<file path="src/design/olst_pkg.sv">
// Shared types, widths and codes of the ordered list store.
package olst_pkg;

    localparam int unsigned DATA_W       = 32;
    localparam int unsigned CNT_W        = 5;
    localparam int unsigned TYPE_W       = 3;
    localparam int unsigned IDX_W        = 11;
    localparam int unsigned ADDR_W       = 3;
    localparam int unsigned PDATA_W      = 32;
    localparam int unsigned DEF_CAPACITY = 16;

    localparam logic [CNT_W-1:0] CAP_RESET        = 5'd16;
    localparam logic [0:0]       REG_CAPACITY_IDX = 1'b0;

    typedef enum logic [TYPE_W-1:0] {
        REQ_APPEND  = 3'd0,
        REQ_INSERT  = 3'd1,
        REQ_DELETE  = 3'd2,
        REQ_GET     = 3'd3,
        REQ_SORT    = 3'd4,
        REQ_REVERSE = 3'd5
    } req_t;

    typedef enum logic [2:0] {
        CELL_HOLD,
        CELL_APPEND,
        CELL_INSERT,
        CELL_DELETE,
        CELL_SORT,
        CELL_REVERSE
    } cell_op_t;

    typedef struct packed {
        cell_op_t           op;
        logic [CNT_W-1:0]   key;
        logic [CNT_W-1:0]   count;
        logic               phase;
        logic [DATA_W-1:0]  value;
    } cell_ctrl_t;

endpackage

</file>
<file path="src/design/ordered_list_store.sv">
// Top level of the ordered list store: request decode, cell row and result register.
// Append, insert, delete, get and rejected requests: result is registered on
// acceptance, and a new request can be taken every cycle while results drain.
// Sort and reverse of two or more entries run one transposition round per entry, then load
// the result and block new requests meanwhile; a shorter list loads it on acceptance.
// Reset (rst_n, asynchronous, active low) empties the list and sets the capacity register
// to 16; stored words are undefined until written.
module ordered_list_store #(
    parameter int unsigned CAPACITY = olst_pkg::DEF_CAPACITY
) (
    input  logic                                clk,
    input  logic                                rst_n,
    // Configuration port
    input  logic                                psel,
    input  logic                                penable,
    input  logic                                pwrite,
    input  logic [olst_pkg::ADDR_W-1:0]         paddr,
    input  logic [olst_pkg::PDATA_W-1:0]        pwdata,
    output logic [olst_pkg::PDATA_W-1:0]        prdata,
    output logic                                pready,
    // Request channel
    input  logic                                in_valid,
    output logic                                in_ready,
    input  logic [olst_pkg::TYPE_W-1:0]         req_type,
    input  logic [olst_pkg::CNT_W-1:0]          position,
    input  logic signed [olst_pkg::DATA_W-1:0]  value,
    // Result channel
    output logic                                out_valid,
    input  logic                                out_ready,
    output logic                                ok,
    output logic signed [olst_pkg::DATA_W-1:0]  read_value,
    output logic [olst_pkg::CNT_W-1:0]          entry_total,
    output logic                                is_empty,
    output logic                                is_full
);
    import olst_pkg::*;

    typedef enum logic {
        S_IDLE,
        S_RUN
    } state_t;

    // Control and result registers.
    state_t            state_reg,     state_next;
    logic [CNT_W-1:0]  count_reg,     count_next;
    logic [CNT_W-1:0]  round_reg,     round_next;
    cell_op_t          run_op_reg,    run_op_next;
    logic [CNT_W-1:0]  cap_reg,       cap_next;
    logic              out_valid_reg, out_valid_next;
    logic              ok_reg,        ok_next;
    logic [DATA_W-1:0] rdv_reg,       rdv_next;
    logic [CNT_W-1:0]  total_reg,     total_next;
    logic              empty_reg,     empty_next;
    logic              full_reg,      full_next;

    logic [DATA_W-1:0] cell_data [CAPACITY];
    cell_ctrl_t        ctrl;

    logic              accept;
    logic              cfg_write;
    logic [0:0]        cfg_idx;
    logic [IDX_W-1:0]  lim;
    logic [IDX_W-1:0]  cap_w;
    logic              room;
    logic              pos_rd_ok;
    logic              pos_ins_ok;
    logic [CNT_W-1:0]  key_pos;
    logic [DATA_W-1:0] rd_word;
    logic              load;
    logic              load_ok;
    logic [DATA_W-1:0] load_rd;
    logic [CNT_W-1:0]  load_count;

    // The limit in force is the smaller of the register and the number of cells.
    assign cap_w      = IDX_W'(cap_reg);
    assign lim        = (cap_w < IDX_W'(CAPACITY)) ? cap_w : IDX_W'(CAPACITY);
    assign room       = IDX_W'(count_reg) < lim;
    assign pos_rd_ok  = (position != '0) && (position <= count_reg);
    assign pos_ins_ok = (position != '0)
                        && ({1'b0, position} <= ({1'b0, count_reg} + (CNT_W + 1)'(1)));
    assign key_pos    = position - CNT_W'(1);

    // Only one cell matches the position, so the read is an AND-OR over the row.
    always_comb
    begin
        rd_word = '0;
        for (int i = 0; i < CAPACITY; i++)
        begin
            if (IDX_W'(i) == IDX_W'(key_pos))
            begin
                rd_word = rd_word | cell_data[i];
            end
        end
    end

    // Configuration port: a single capacity register at offset zero.
    assign pready    = 1'b1;
    assign cfg_idx   = paddr[ADDR_W-1:2];
    assign cfg_write = psel && penable && pwrite && pready;
    assign prdata    = (cfg_idx == REG_CAPACITY_IDX) ? PDATA_W'(cap_reg) : '0;

    // A request is taken when idle and the result register is free or draining.
    assign in_ready = (state_reg == S_IDLE) && (!out_valid_reg || out_ready);
    assign accept   = in_valid && in_ready;

    always_comb
    begin
        state_next     = state_reg;
        count_next     = count_reg;
        round_next     = round_reg;
        run_op_next    = run_op_reg;
        cap_next       = cap_reg;
        out_valid_next = out_valid_reg && !out_ready;
        ok_next        = ok_reg;
        rdv_next       = rdv_reg;
        total_next     = total_reg;
        empty_next     = empty_reg;
        full_next      = full_reg;
        load           = 1'b0;
        load_ok        = 1'b0;
        load_rd        = '0;
        load_count     = count_reg;
        ctrl.op        = CELL_HOLD;
        ctrl.key       = count_reg;
        ctrl.count     = count_reg;
        ctrl.phase     = round_reg[0];
        ctrl.value     = value;

        if (cfg_write && (cfg_idx == REG_CAPACITY_IDX))
        begin
            cap_next = pwdata[CNT_W-1:0];
        end

        unique case (state_reg)
            S_IDLE:
            begin
                if (accept)
                begin
                    load = 1'b1;
                    unique case (req_t'(req_type))
                        REQ_APPEND:
                        begin
                            if (room)
                            begin
                                ctrl.op    = CELL_APPEND;
                                ctrl.key   = count_reg;
                                load_ok    = 1'b1;
                                load_count = count_reg + CNT_W'(1);
                            end
                        end
                        REQ_INSERT:
                        begin
                            if (room && pos_ins_ok)
                            begin
                                ctrl.op    = CELL_INSERT;
                                ctrl.key   = key_pos;
                                load_ok    = 1'b1;
                                load_count = count_reg + CNT_W'(1);
                            end
                        end
                        REQ_DELETE:
                        begin
                            if (pos_rd_ok)
                            begin
                                ctrl.op    = CELL_DELETE;
                                ctrl.key   = key_pos;
                                load_ok    = 1'b1;
                                load_rd    = rd_word;
                                load_count = count_reg - CNT_W'(1);
                            end
                        end
                        REQ_GET:
                        begin
                            if (pos_rd_ok)
                            begin
                                load_ok = 1'b1;
                                load_rd = rd_word;
                            end
                        end
                        REQ_SORT:
                        begin
                            load_ok = 1'b1;
                            if (count_reg > CNT_W'(1))
                            begin
                                load        = 1'b0;
                                state_next  = S_RUN;
                                round_next  = '0;
                                run_op_next = CELL_SORT;
                            end
                        end
                        REQ_REVERSE:
                        begin
                            load_ok = 1'b1;
                            if (count_reg > CNT_W'(1))
                            begin
                                load        = 1'b0;
                                state_next  = S_RUN;
                                round_next  = '0;
                                run_op_next = CELL_REVERSE;
                            end
                        end
                        default:
                        begin
                            load_ok = 1'b0;
                        end
                    endcase
                end
            end
            S_RUN:
            begin
                // One transposition round per cycle; count rounds finish any order.
                if (round_reg < count_reg)
                begin
                    ctrl.op    = run_op_reg;
                    round_next = round_reg + CNT_W'(1);
                end
                else if (!out_valid_reg || out_ready)
                begin
                    load       = 1'b1;
                    load_ok    = 1'b1;
                    state_next = S_IDLE;
                end
            end
            default:
            begin
                state_next = S_IDLE;
            end
        endcase

        if (load)
        begin
            out_valid_next = 1'b1;
            ok_next        = load_ok;
            rdv_next       = load_rd;
            total_next     = load_count;
            count_next     = load_count;
            empty_next     = (load_count == '0);
            full_next      = IDX_W'(load_count) >= lim;
        end
    end

    always_ff @(posedge clk or negedge rst_n)
    begin
        if (!rst_n)
        begin
            state_reg     <= S_IDLE;
            count_reg     <= '0;
            round_reg     <= '0;
            run_op_reg    <= CELL_HOLD;
            cap_reg       <= CAP_RESET;
            out_valid_reg <= 1'b0;
            ok_reg        <= 1'b0;
            rdv_reg       <= '0;
            total_reg     <= '0;
            empty_reg     <= 1'b1;
            full_reg      <= 1'b0;
        end
        else
        begin
            state_reg     <= state_next;
            count_reg     <= count_next;
            round_reg     <= round_next;
            run_op_reg    <= run_op_next;
            cap_reg       <= cap_next;
            out_valid_reg <= out_valid_next;
            ok_reg        <= ok_next;
            rdv_reg       <= rdv_next;
            total_reg     <= total_next;
            empty_reg     <= empty_next;
            full_reg      <= full_next;
        end
    end

    // The row of cells; each end sees zero beyond the row, which is never selected.
    for (genvar g = 0; g < CAPACITY; g++)
    begin : g_cell
        logic [DATA_W-1:0] left_w;
        logic [DATA_W-1:0] right_w;

        if (g == 0)
        begin : g_first
            assign left_w = '0;
        end
        else
        begin : g_mid_l
            assign left_w = cell_data[g-1];
        end

        if (g == CAPACITY - 1)
        begin : g_last
            assign right_w = '0;
        end
        else
        begin : g_mid_r
            assign right_w = cell_data[g+1];
        end

        olst_cell #(
            .IDX(g)
        ) u_cell (
            .clk        (clk),
            .ctrl       (ctrl),
            .left_data  (left_w),
            .right_data (right_w),
            .data       (cell_data[g])
        );
    end

    assign out_valid   = out_valid_reg;
    assign ok          = ok_reg;
    assign read_value  = $signed(rdv_reg);
    assign entry_total = total_reg;
    assign is_empty    = empty_reg;
    assign is_full     = full_reg;

endmodule

</file>
<file path="src/design/olst_cell.sv">
// One storage cell of the list row, exchanging words with its two neighbors.
module olst_cell #(
    parameter int unsigned IDX = 0
) (
    input  logic                        clk,
    input  olst_pkg::cell_ctrl_t        ctrl,
    input  logic [olst_pkg::DATA_W-1:0] left_data,
    input  logic [olst_pkg::DATA_W-1:0] right_data,
    output logic [olst_pkg::DATA_W-1:0] data
);
    import olst_pkg::*;

    localparam logic [IDX_W-1:0] MY_IDX = IDX_W'(IDX);

    logic [DATA_W-1:0] data_reg;
    logic [DATA_W-1:0] data_next;
    logic [IDX_W-1:0]  key_w;
    logic [IDX_W-1:0]  cnt_w;
    logic              pair_left;
    logic              right_in;
    logic              here_in;
    logic              gt_right;
    logic              gt_left;
    logic              swap_all;

    always_comb
    begin
        key_w     = IDX_W'(ctrl.key);
        cnt_w     = IDX_W'(ctrl.count);
        pair_left = (MY_IDX[0] == ctrl.phase);
        right_in  = (MY_IDX + IDX_W'(1)) < cnt_w;
        here_in   = MY_IDX < cnt_w;
        gt_right  = $signed(data_reg) > $signed(right_data);
        gt_left   = $signed(left_data) > $signed(data_reg);
        swap_all  = (ctrl.op == CELL_REVERSE);
        data_next = data_reg;
        case (ctrl.op) inside
            CELL_HOLD:
            begin
                data_next = data_reg;
            end
            CELL_APPEND:
            begin
                if (MY_IDX == key_w)
                begin
                    data_next = ctrl.value;
                end
            end
            CELL_INSERT:
            begin
                if (MY_IDX == key_w)
                begin
                    data_next = ctrl.value;
                end
                else if (MY_IDX > key_w)
                begin
                    data_next = left_data;
                end
            end
            CELL_DELETE:
            begin
                if (MY_IDX >= key_w)
                begin
                    data_next = right_data;
                end
            end
            CELL_SORT, CELL_REVERSE:
            begin
                // Odd-even transposition: the phase picks which neighbor is the partner.
                if (pair_left)
                begin
                    if (right_in && (swap_all || gt_right))
                    begin
                        data_next = right_data;
                    end
                end
                else if (here_in && (MY_IDX != '0) && (swap_all || gt_left))
                begin
                    data_next = left_data;
                end
            end
            default:
            begin
                data_next = data_reg;
            end
        endcase
    end

    always_ff @(posedge clk)
    begin
        data_reg <= data_next;
    end

    assign data = data_reg;

endmodule

</file>
<file path="config.mk">
export PLATFORM = sky130hd
export DESIGN_NAME = ordered_list_store
export DESIGN_NICKNAME = d
export VERILOG_FILES = /design/src/design/olst_pkg.sv /design/src/design/ordered_list_store.sv /design/src/design/olst_cell.sv
export SDC_FILE = /design/constraint.sdc
export NUM_CORES = 2
export LEC_CHECK = 0
export BUFFER_PORTS_ARGS = -buffer_cell sky130_fd_sc_hd__buf_4
export CORE_AREA = 2 2 200 398
export DETAILED_ROUTE_END_ITERATION = 6
export DIE_AREA = 0 0 202 400
export PLACE_DENSITY_LB_ADDON = 0.05
export RECOVER_POWER = 50
export SLEW_MARGIN = 40
export SYNTH_ARGS = -nofsm -noshare
export SYNTH_HDL_FRONTEND = slang
export SYNTH_SLANG_ARGS = --single-unit
</file>
<file path="constraint.sdc">
create_clock -name clk -period 11.5 [get_ports clk]
set_clock_uncertainty 0.2 [all_clocks]
set_input_delay 3.45 -clock clk [delete_from_list [all_inputs] [get_ports clk]]
set_output_delay 3.45 -clock clk [all_outputs]
set_load 0.03 [all_outputs]
</file>
### Word level (Yosys, flattened, before mapping)

Cells that the tools add are included.

* bits in registers: 567
* input port bits: 82
* output and inout port bits: 75
* logic and storage cells: 538

* $add $sub $neg: 5
* $lt $le $gt $ge: 70
* equality and inequality tests: 101
* muxes and demuxes: 236
* bitwise gates (word level): 18
* reduce and logical (&&, ||, !) cells: 82

Operator list (count)
* $mux W32: 193
* $gt A32 B32 Y1: 15
* $or A32 B32 Y32: 15
* $reduce_and A7 Y1: 15
* $eq A4 B5 Y1 const A: 16
* $ne A4 B1 Y1 const B: 16
* $mux W5: 12
* $ne A3 B1 Y1 const B: 15
* $reduce_bool A5 Y1: 9
* $eq A3 B5 Y1 const A: 8
* $ge A4 B5 Y1 const A: 8
* $gt A4 B5 Y1 const A: 8
* $lt A4 B5 Y1 const A: 8
* $ne A5 B1 Y1 const B: 8
* $ne A2 B1 Y1 const B: 17
* $gt A32 B1 Y1 const B: 1
* $logic_and A1 B1 Y1: 25
* $mux W7: 3
* $pmux W7 S3: 1
* $eq A2 B5 Y1 const A: 4
* $ge A3 B5 Y1 const A: 4
* $gt A3 B5 Y1 const A: 4
* $lt A3 B5 Y1 const A: 4
* $logic_or A1 B1 Y1: 17
* 39 further kinds: 86

### Longest topological paths before layout

* depth in word-level cells: 37
* mapped depth: 21
* gate-level depth less buffers: 20

### By module

Synthesis repeated with hierarchy kept, for this count alone.

* cells, all modules: 7063
* area, all modules: 58924.0 µm²

By module, submodules not included
* ordered_list_store: instances 1, cells each 834, area an instance 6621.4 µm², seq. area each 1353.8 µm²
* olst_cell (g_cell[9].u_cell): instances 1, cells each 404, area an instance 3379.5 µm², seq. area each 960.9 µm²
* olst_cell (g_cell[11].u_cell): instances 1, cells each 401, area an instance 3354.5 µm², seq. area each 960.9 µm²
* olst_cell (g_cell[8].u_cell): instances 1, cells each 398, area an instance 3350.7 µm², seq. area each 960.9 µm²
* olst_cell (g_cell[5].u_cell): instances 1, cells each 400, area an instance 3345.7 µm², seq. area each 960.9 µm²
* olst_cell (g_cell[10].u_cell): instances 1, cells each 400, area an instance 3344.5 µm², seq. area each 960.9 µm²
* olst_cell (g_cell[12].u_cell): instances 1, cells each 395, area an instance 3323.2 µm², seq. area each 960.9 µm²
* olst_cell (g_cell[1].u_cell): instances 1, cells each 401, area an instance 3319.4 µm², seq. area each 960.9 µm²
* olst_cell (g_cell[3].u_cell): instances 1, cells each 400, area an instance 3315.7 µm², seq. area each 960.9 µm²
* olst_cell (g_cell[4].u_cell): instances 1, cells each 400, area an instance 3306.9 µm², seq. area each 960.9 µm²
* olst_cell (g_cell[14].u_cell): instances 1, cells each 393, area an instance 3298.2 µm², seq. area each 960.9 µm²
* olst_cell (g_cell[6].u_cell): instances 1, cells each 397, area an instance 3296.9 µm², seq. area each 960.9 µm²
* olst_cell (g_cell[13].u_cell): instances 1, cells each 390, area an instance 3293.2 µm², seq. area each 960.9 µm²
* olst_cell (g_cell[2].u_cell): instances 1, cells each 397, area an instance 3289.4 µm², seq. area each 960.9 µm²
* +3 rows

### Least setup slack after synthesis

Ideal clock, no wire load.

* path kind: in2reg
* start point: in position[0] in the netlist's numbering
* end point: reg g_cell[11].u_cell.data_reg[0], enable pin
* library setup time: 0.594 ns
* arrival time: 10.854 ns
* data required time: 10.706 ns
* setup slack: -0.148 ns
* stages on the path: 14
* path buffers: 3
* path through: inv_1 -> ha_1 -> or4b_4 -> buf_6 -> nand3_4 -> o21a_2 -> buf_6 -> o21ai_2 -> a211oi_4 -> a21boi_1 -> buf_4 -> nand3_2 -> o21a_1 -> a2111oi_0

* word-level cells in the longest chain between the ends: 12
* elaborated cells on any way between the ends: 35
* those cells by class: add/sub: 1; order compare: 4; eq/ne: 10; mux: 6; bitwise: 1; reduce/logical: 13

RTL lines
* start, declared: line ordered_list_store.sv:25 `input logic [olst_pkg::CNT_W-1:0] position,`
* $le A5 B6 Y1 or $reduce_bool A5 Y1 (tied branches): line ordered_list_store.sv:80, ordered_list_store.sv:78, ordered_list_store.sv:79
* $logic_and A1 B1 Y1: line ordered_list_store.sv:80 `&& ({1'b0, position} <= ({1'b0, count_reg} + (CNT_W + 1)'(1)));`
* $logic_and A1 B1 Y1: line ordered_list_store.sv:153 `if (room && pos_ins_ok)`
* $mux W7: line ordered_list_store.sv:153
* $pmux W7 S3 (*): line ordered_list_store.sv:140 `unique case (req_t'(req_type))`
* $mux W7 (*): line ordered_list_store.sv:137 `if (accept)`
* branches (longest 5 deep; another with $ge A4 B5 Y1)
* $reduce_and A7 Y1 (no line) (*)
* end signal, assigned: line olst_cell.sv:91 `data_reg <= data_next;`
* end, declared: line olst_cell.sv:15 `logic [DATA_W-1:0] data_reg;`

Mark *: on every way between the ends.
A chain may end at the register's enable or synchronous reset.

### Final worst setup path

* start point: in position[0] in the netlist's numbering
* end point: reg g_cell[4].u_cell.data_reg[21], enable pin

* word-level cells in the longest chain between the ends: 12
* elaborated cells on any way between the ends: 35
* those cells by class: add/sub: 1; order compare: 4; eq/ne: 10; mux: 6; bitwise: 1; reduce/logical: 13

RTL lines (line)
* $le A5 B6 Y1 or $reduce_bool A5 Y1 (tied branches): ordered_list_store.sv:80, ordered_list_store.sv:78, ordered_list_store.sv:79
* $logic_and A1 B1 Y1: ordered_list_store.sv:80
* $logic_and A1 B1 Y1: ordered_list_store.sv:153
* $mux W7: ordered_list_store.sv:153
* $pmux W7 S3 (*): ordered_list_store.sv:140
* $mux W7 (*): ordered_list_store.sv:137
* branches (longest 5 deep; another with $ge A3 B5 Y1)
* $reduce_and A7 Y1 (no line) (*)
* end signal, assigned: olst_cell.sv:91
* end, declared: olst_cell.sv:15

Marked as above.

==> results.json <==
{
  "status": "complete, but fails checks",
  "violations": "DRC, capacitance limit, slew limit",
  "netlist_top_cells_area": "edfxtp_1 33%, ha_1 14%, inv_1 4.4%, a221oi_1 4.3%, a22o_1 4.3%",
  "cts-htree-levels": 2,
  "grt_pass1_wl_mm": 298,
  "synth_ff_type": "edfxtp_1",
  "min_path_type": "reg -> reg",
  "numCtsBuffers": 55,
  "maxCapViolCount": 11,
  "busiest_layer": "met2",
  "hold_viol": 0,
  "io_pins": 157,
  "largest_reg_flops": 512,
  "path_cells": "clkbuf_1 -> inv_1 -> ha_1 -> or4b_1 -> nand2b_2 -> o21ai_0 -> nand2_1 -> nand3_1 -> a21oi_1 -> buf_4 -> o211ai_1 -> and3_1 -> and3_2 -> clkbuf_1",
  "port_buffers": 99,
  "die-area_um2": 80800,
  "start_util_pct": 59.5,
  "grt-ovfl-total": 0,
  "drv_slew": 306,
  "fin_util_pct": 63.5,
  "wl_mm": 210,
  "worst-path-max-fanout": 32,
  "ys_seq_elements": 566,
  "rsz0062_at_grt": "false",
  "syn_to_final_growth_pct": 6.72,
  "cts.sinks": 566,
  "dp_hpwl_mm": 144,
  "cp.required_ns": 11.52,
  "period_share_pct": 85.8,
  "routabilityCongestion": 1.02,
  "drtIter0Drc": 6673,
  "slew_headroom_pct": -125,
  "ys_types": 101,
  "synth_top_area_share_pct": 33.2,
  "nNetsFinal": 5180,
  "start_kind": "input pin",
  "core_area_um2": 77800,
  "avgViaCountPerCell": 7.83,
  "crit_path_top_delay_cell": "clkbuf_1",
  "use_met1_pct": 55.4,
  "fp-row-count": 145,
  "ant_nets": 0,
  "yosysSeqAreaShare_pct": 36.1,
  "worst_path_largest_cell_delay_ns": 2.34,
  "cts_tree": "done",
  "synth_common_cells": "541 x inv_1, 512 x edfxtp_1, 512 x ha_1, 229 x a221oi_1, 225 x a22o_1",
  "vias": 44325,
  "use_met3_pct": 14.2,
  "dieWidth_um": 202,
  "track_usage_pct": 51.1,
  "async_reset_ff_share_pct": 9.54,
  "crit_top_cell": "clkbuf_1",
  "yosysMostFrequentCell": "inv_1",
  "grt_use_met2_pct": 79.1,
  "clockBufferDepth": 3,
  "fin_setup_tns_ns": 0,
  "antenna_found_initial": 5,
  "root_buffer": "clkbuf_16",
  "cts-resized-gates": 0,
  "drcViolationCount": 9,
  "layout-drive-gt1-share_pct": 6.80,
  "clk_latency_ns": 0.69,
  "ys_warn_count": 0,
  "grt_pass1_vias": 42818,
  "fin_crit_ns": 9.87,
  "clk_pin_slew_worst_paths_ns": 0.06,
  "dp_cells": 5554,
  "synthCells": 4668,
  "netlist_area_um2": 46300,
  "critPathArrivalTime_ns": 9.88,
  "grt_max_degree": 140,
  "setup.worst_path.end_class": "flop",
  "clock.fmax_mhz": 101,
  "crit_type": "in -> reg",
  "routedWlPerCell_um": 37.2,
  "avgSynthCellArea_um2": 9.92,
  "cts-hold-fix-buffers": 0,
  "tightest_slew_ns": 3.37,
  "synth.largest_area_cell": "edfxtp_1",
  "drtPass1Iterations": 7,
  "die_h_um": 400,
  "finalSetupViolCount": 0,
  "synth-edff-count": 512,
  "post_cts_buffers": 0,
  "final_cells": 5663
}
## per-layer routing
metal | wire (µm) | part of all wire (%)
met1 | 65100 | 31
met3 | 26400 | 13
met5 | 13 | 0.0062
met2 | 92700 | 44
met4 | 26200 | 12
## worst paths after layout
path                                start                         to  slack [ns]  cells past startpoint
max in group asynchronous           rst_n             read_value[14]        4.77                      2
min in group asynchronous           rst_n             read_value[20]        2.63                      1
max                           position[0]  g_cell[4].u_cell.data[21]        1.63                     14
min                              is_empty                   is_empty        0.27                      2
max reg2reg                entry_total[4]  g_cell[4].u_cell.data[21]        3.13                     14
min reg2reg                      is_empty                   is_empty        0.27                      2
## cell usage in the layout (no fill, tap or decap), drive strengths merged, types with 54 or more instances in the layout
cell type | synthesis | layout
o21ai | 152 | 152
edfxtp | 512 | 512
a222oi | 64 | 64
a221o | 168 | 168
nor2 | 129 | 129
mux2i | 196 | 196
a221oi | 229 | 229
nand3 | 54 | 54
nand4 | 122 | 122
nand2 | 156 | 156
a21oi | 188 | 188
clkbuf | 225 | 141
inv | 542 | 542
a22oi | 65 | 65
a21o | 198 | 198
o22ai | 142 | 142
nor4 | 54 | 54
ha | 512 | 512
buf | 131 | 128
nor2b | 171 | 171
a22o | 225 | 225
## worst max-delay path, delay by kind of cell
family                     cells  cell delay [ns]
AOI/OAI and AO/OA              3             1.21
adders and majority gates      1             0.33
buffers and inverters          4             3.19
and+or+nand+nor                6             1.67
## area by class of cell
cell class	instances	area, µm²
Antenna cell	2	5.00
Clock buffer	78	1610
Clock inverter	25	273
Fill cell	6680	28400
Inverter	544	2040
Multi-Input combinational cell	3228	26200
Sequential cell	566	16700
Tap cell	1029	1290
Timing Repair Buffer	191	1330
## kinds of logic (layout without fill, tap and decap cells)
| logic type | Yosys count | after routing | synth area share (%) |
|---|---|---|---|
| flip-flops | 566 | 566 | 36.1 |
| multiplexers | 204 | 204 | 4.43 |
| XOR/XNOR | 17 | 17 | 0.321 |
| adder cells (fa/ha/maj) | 512 | 512 | 13.8 |
| AND/OR/NAND/NOR | 844 | 844 | 10.1 |
| other | 2 | 30 | 0.0162 |
| AO/OA/AOI/OAI | 1623 | 1623 | 27.1 |
| buffers and inverters | 900 | 838 | 8.14 |
## per-stage QoR
stage	instance area, µm²	worst slack [ns]	hold WS, ns
finish	49400	1.63	0.272
CTS	49700	3.49	0.274
global route	49400	1.75	0.292
detailed placement	47800	2.83	0.264
global placement	47600	2.76	0.265
floorplan	46400	1.41	0.250
Power is left out: the tool's default activity adds up to more than one toggle a clock period on the data nets, which glitch-free logic cannot reach.
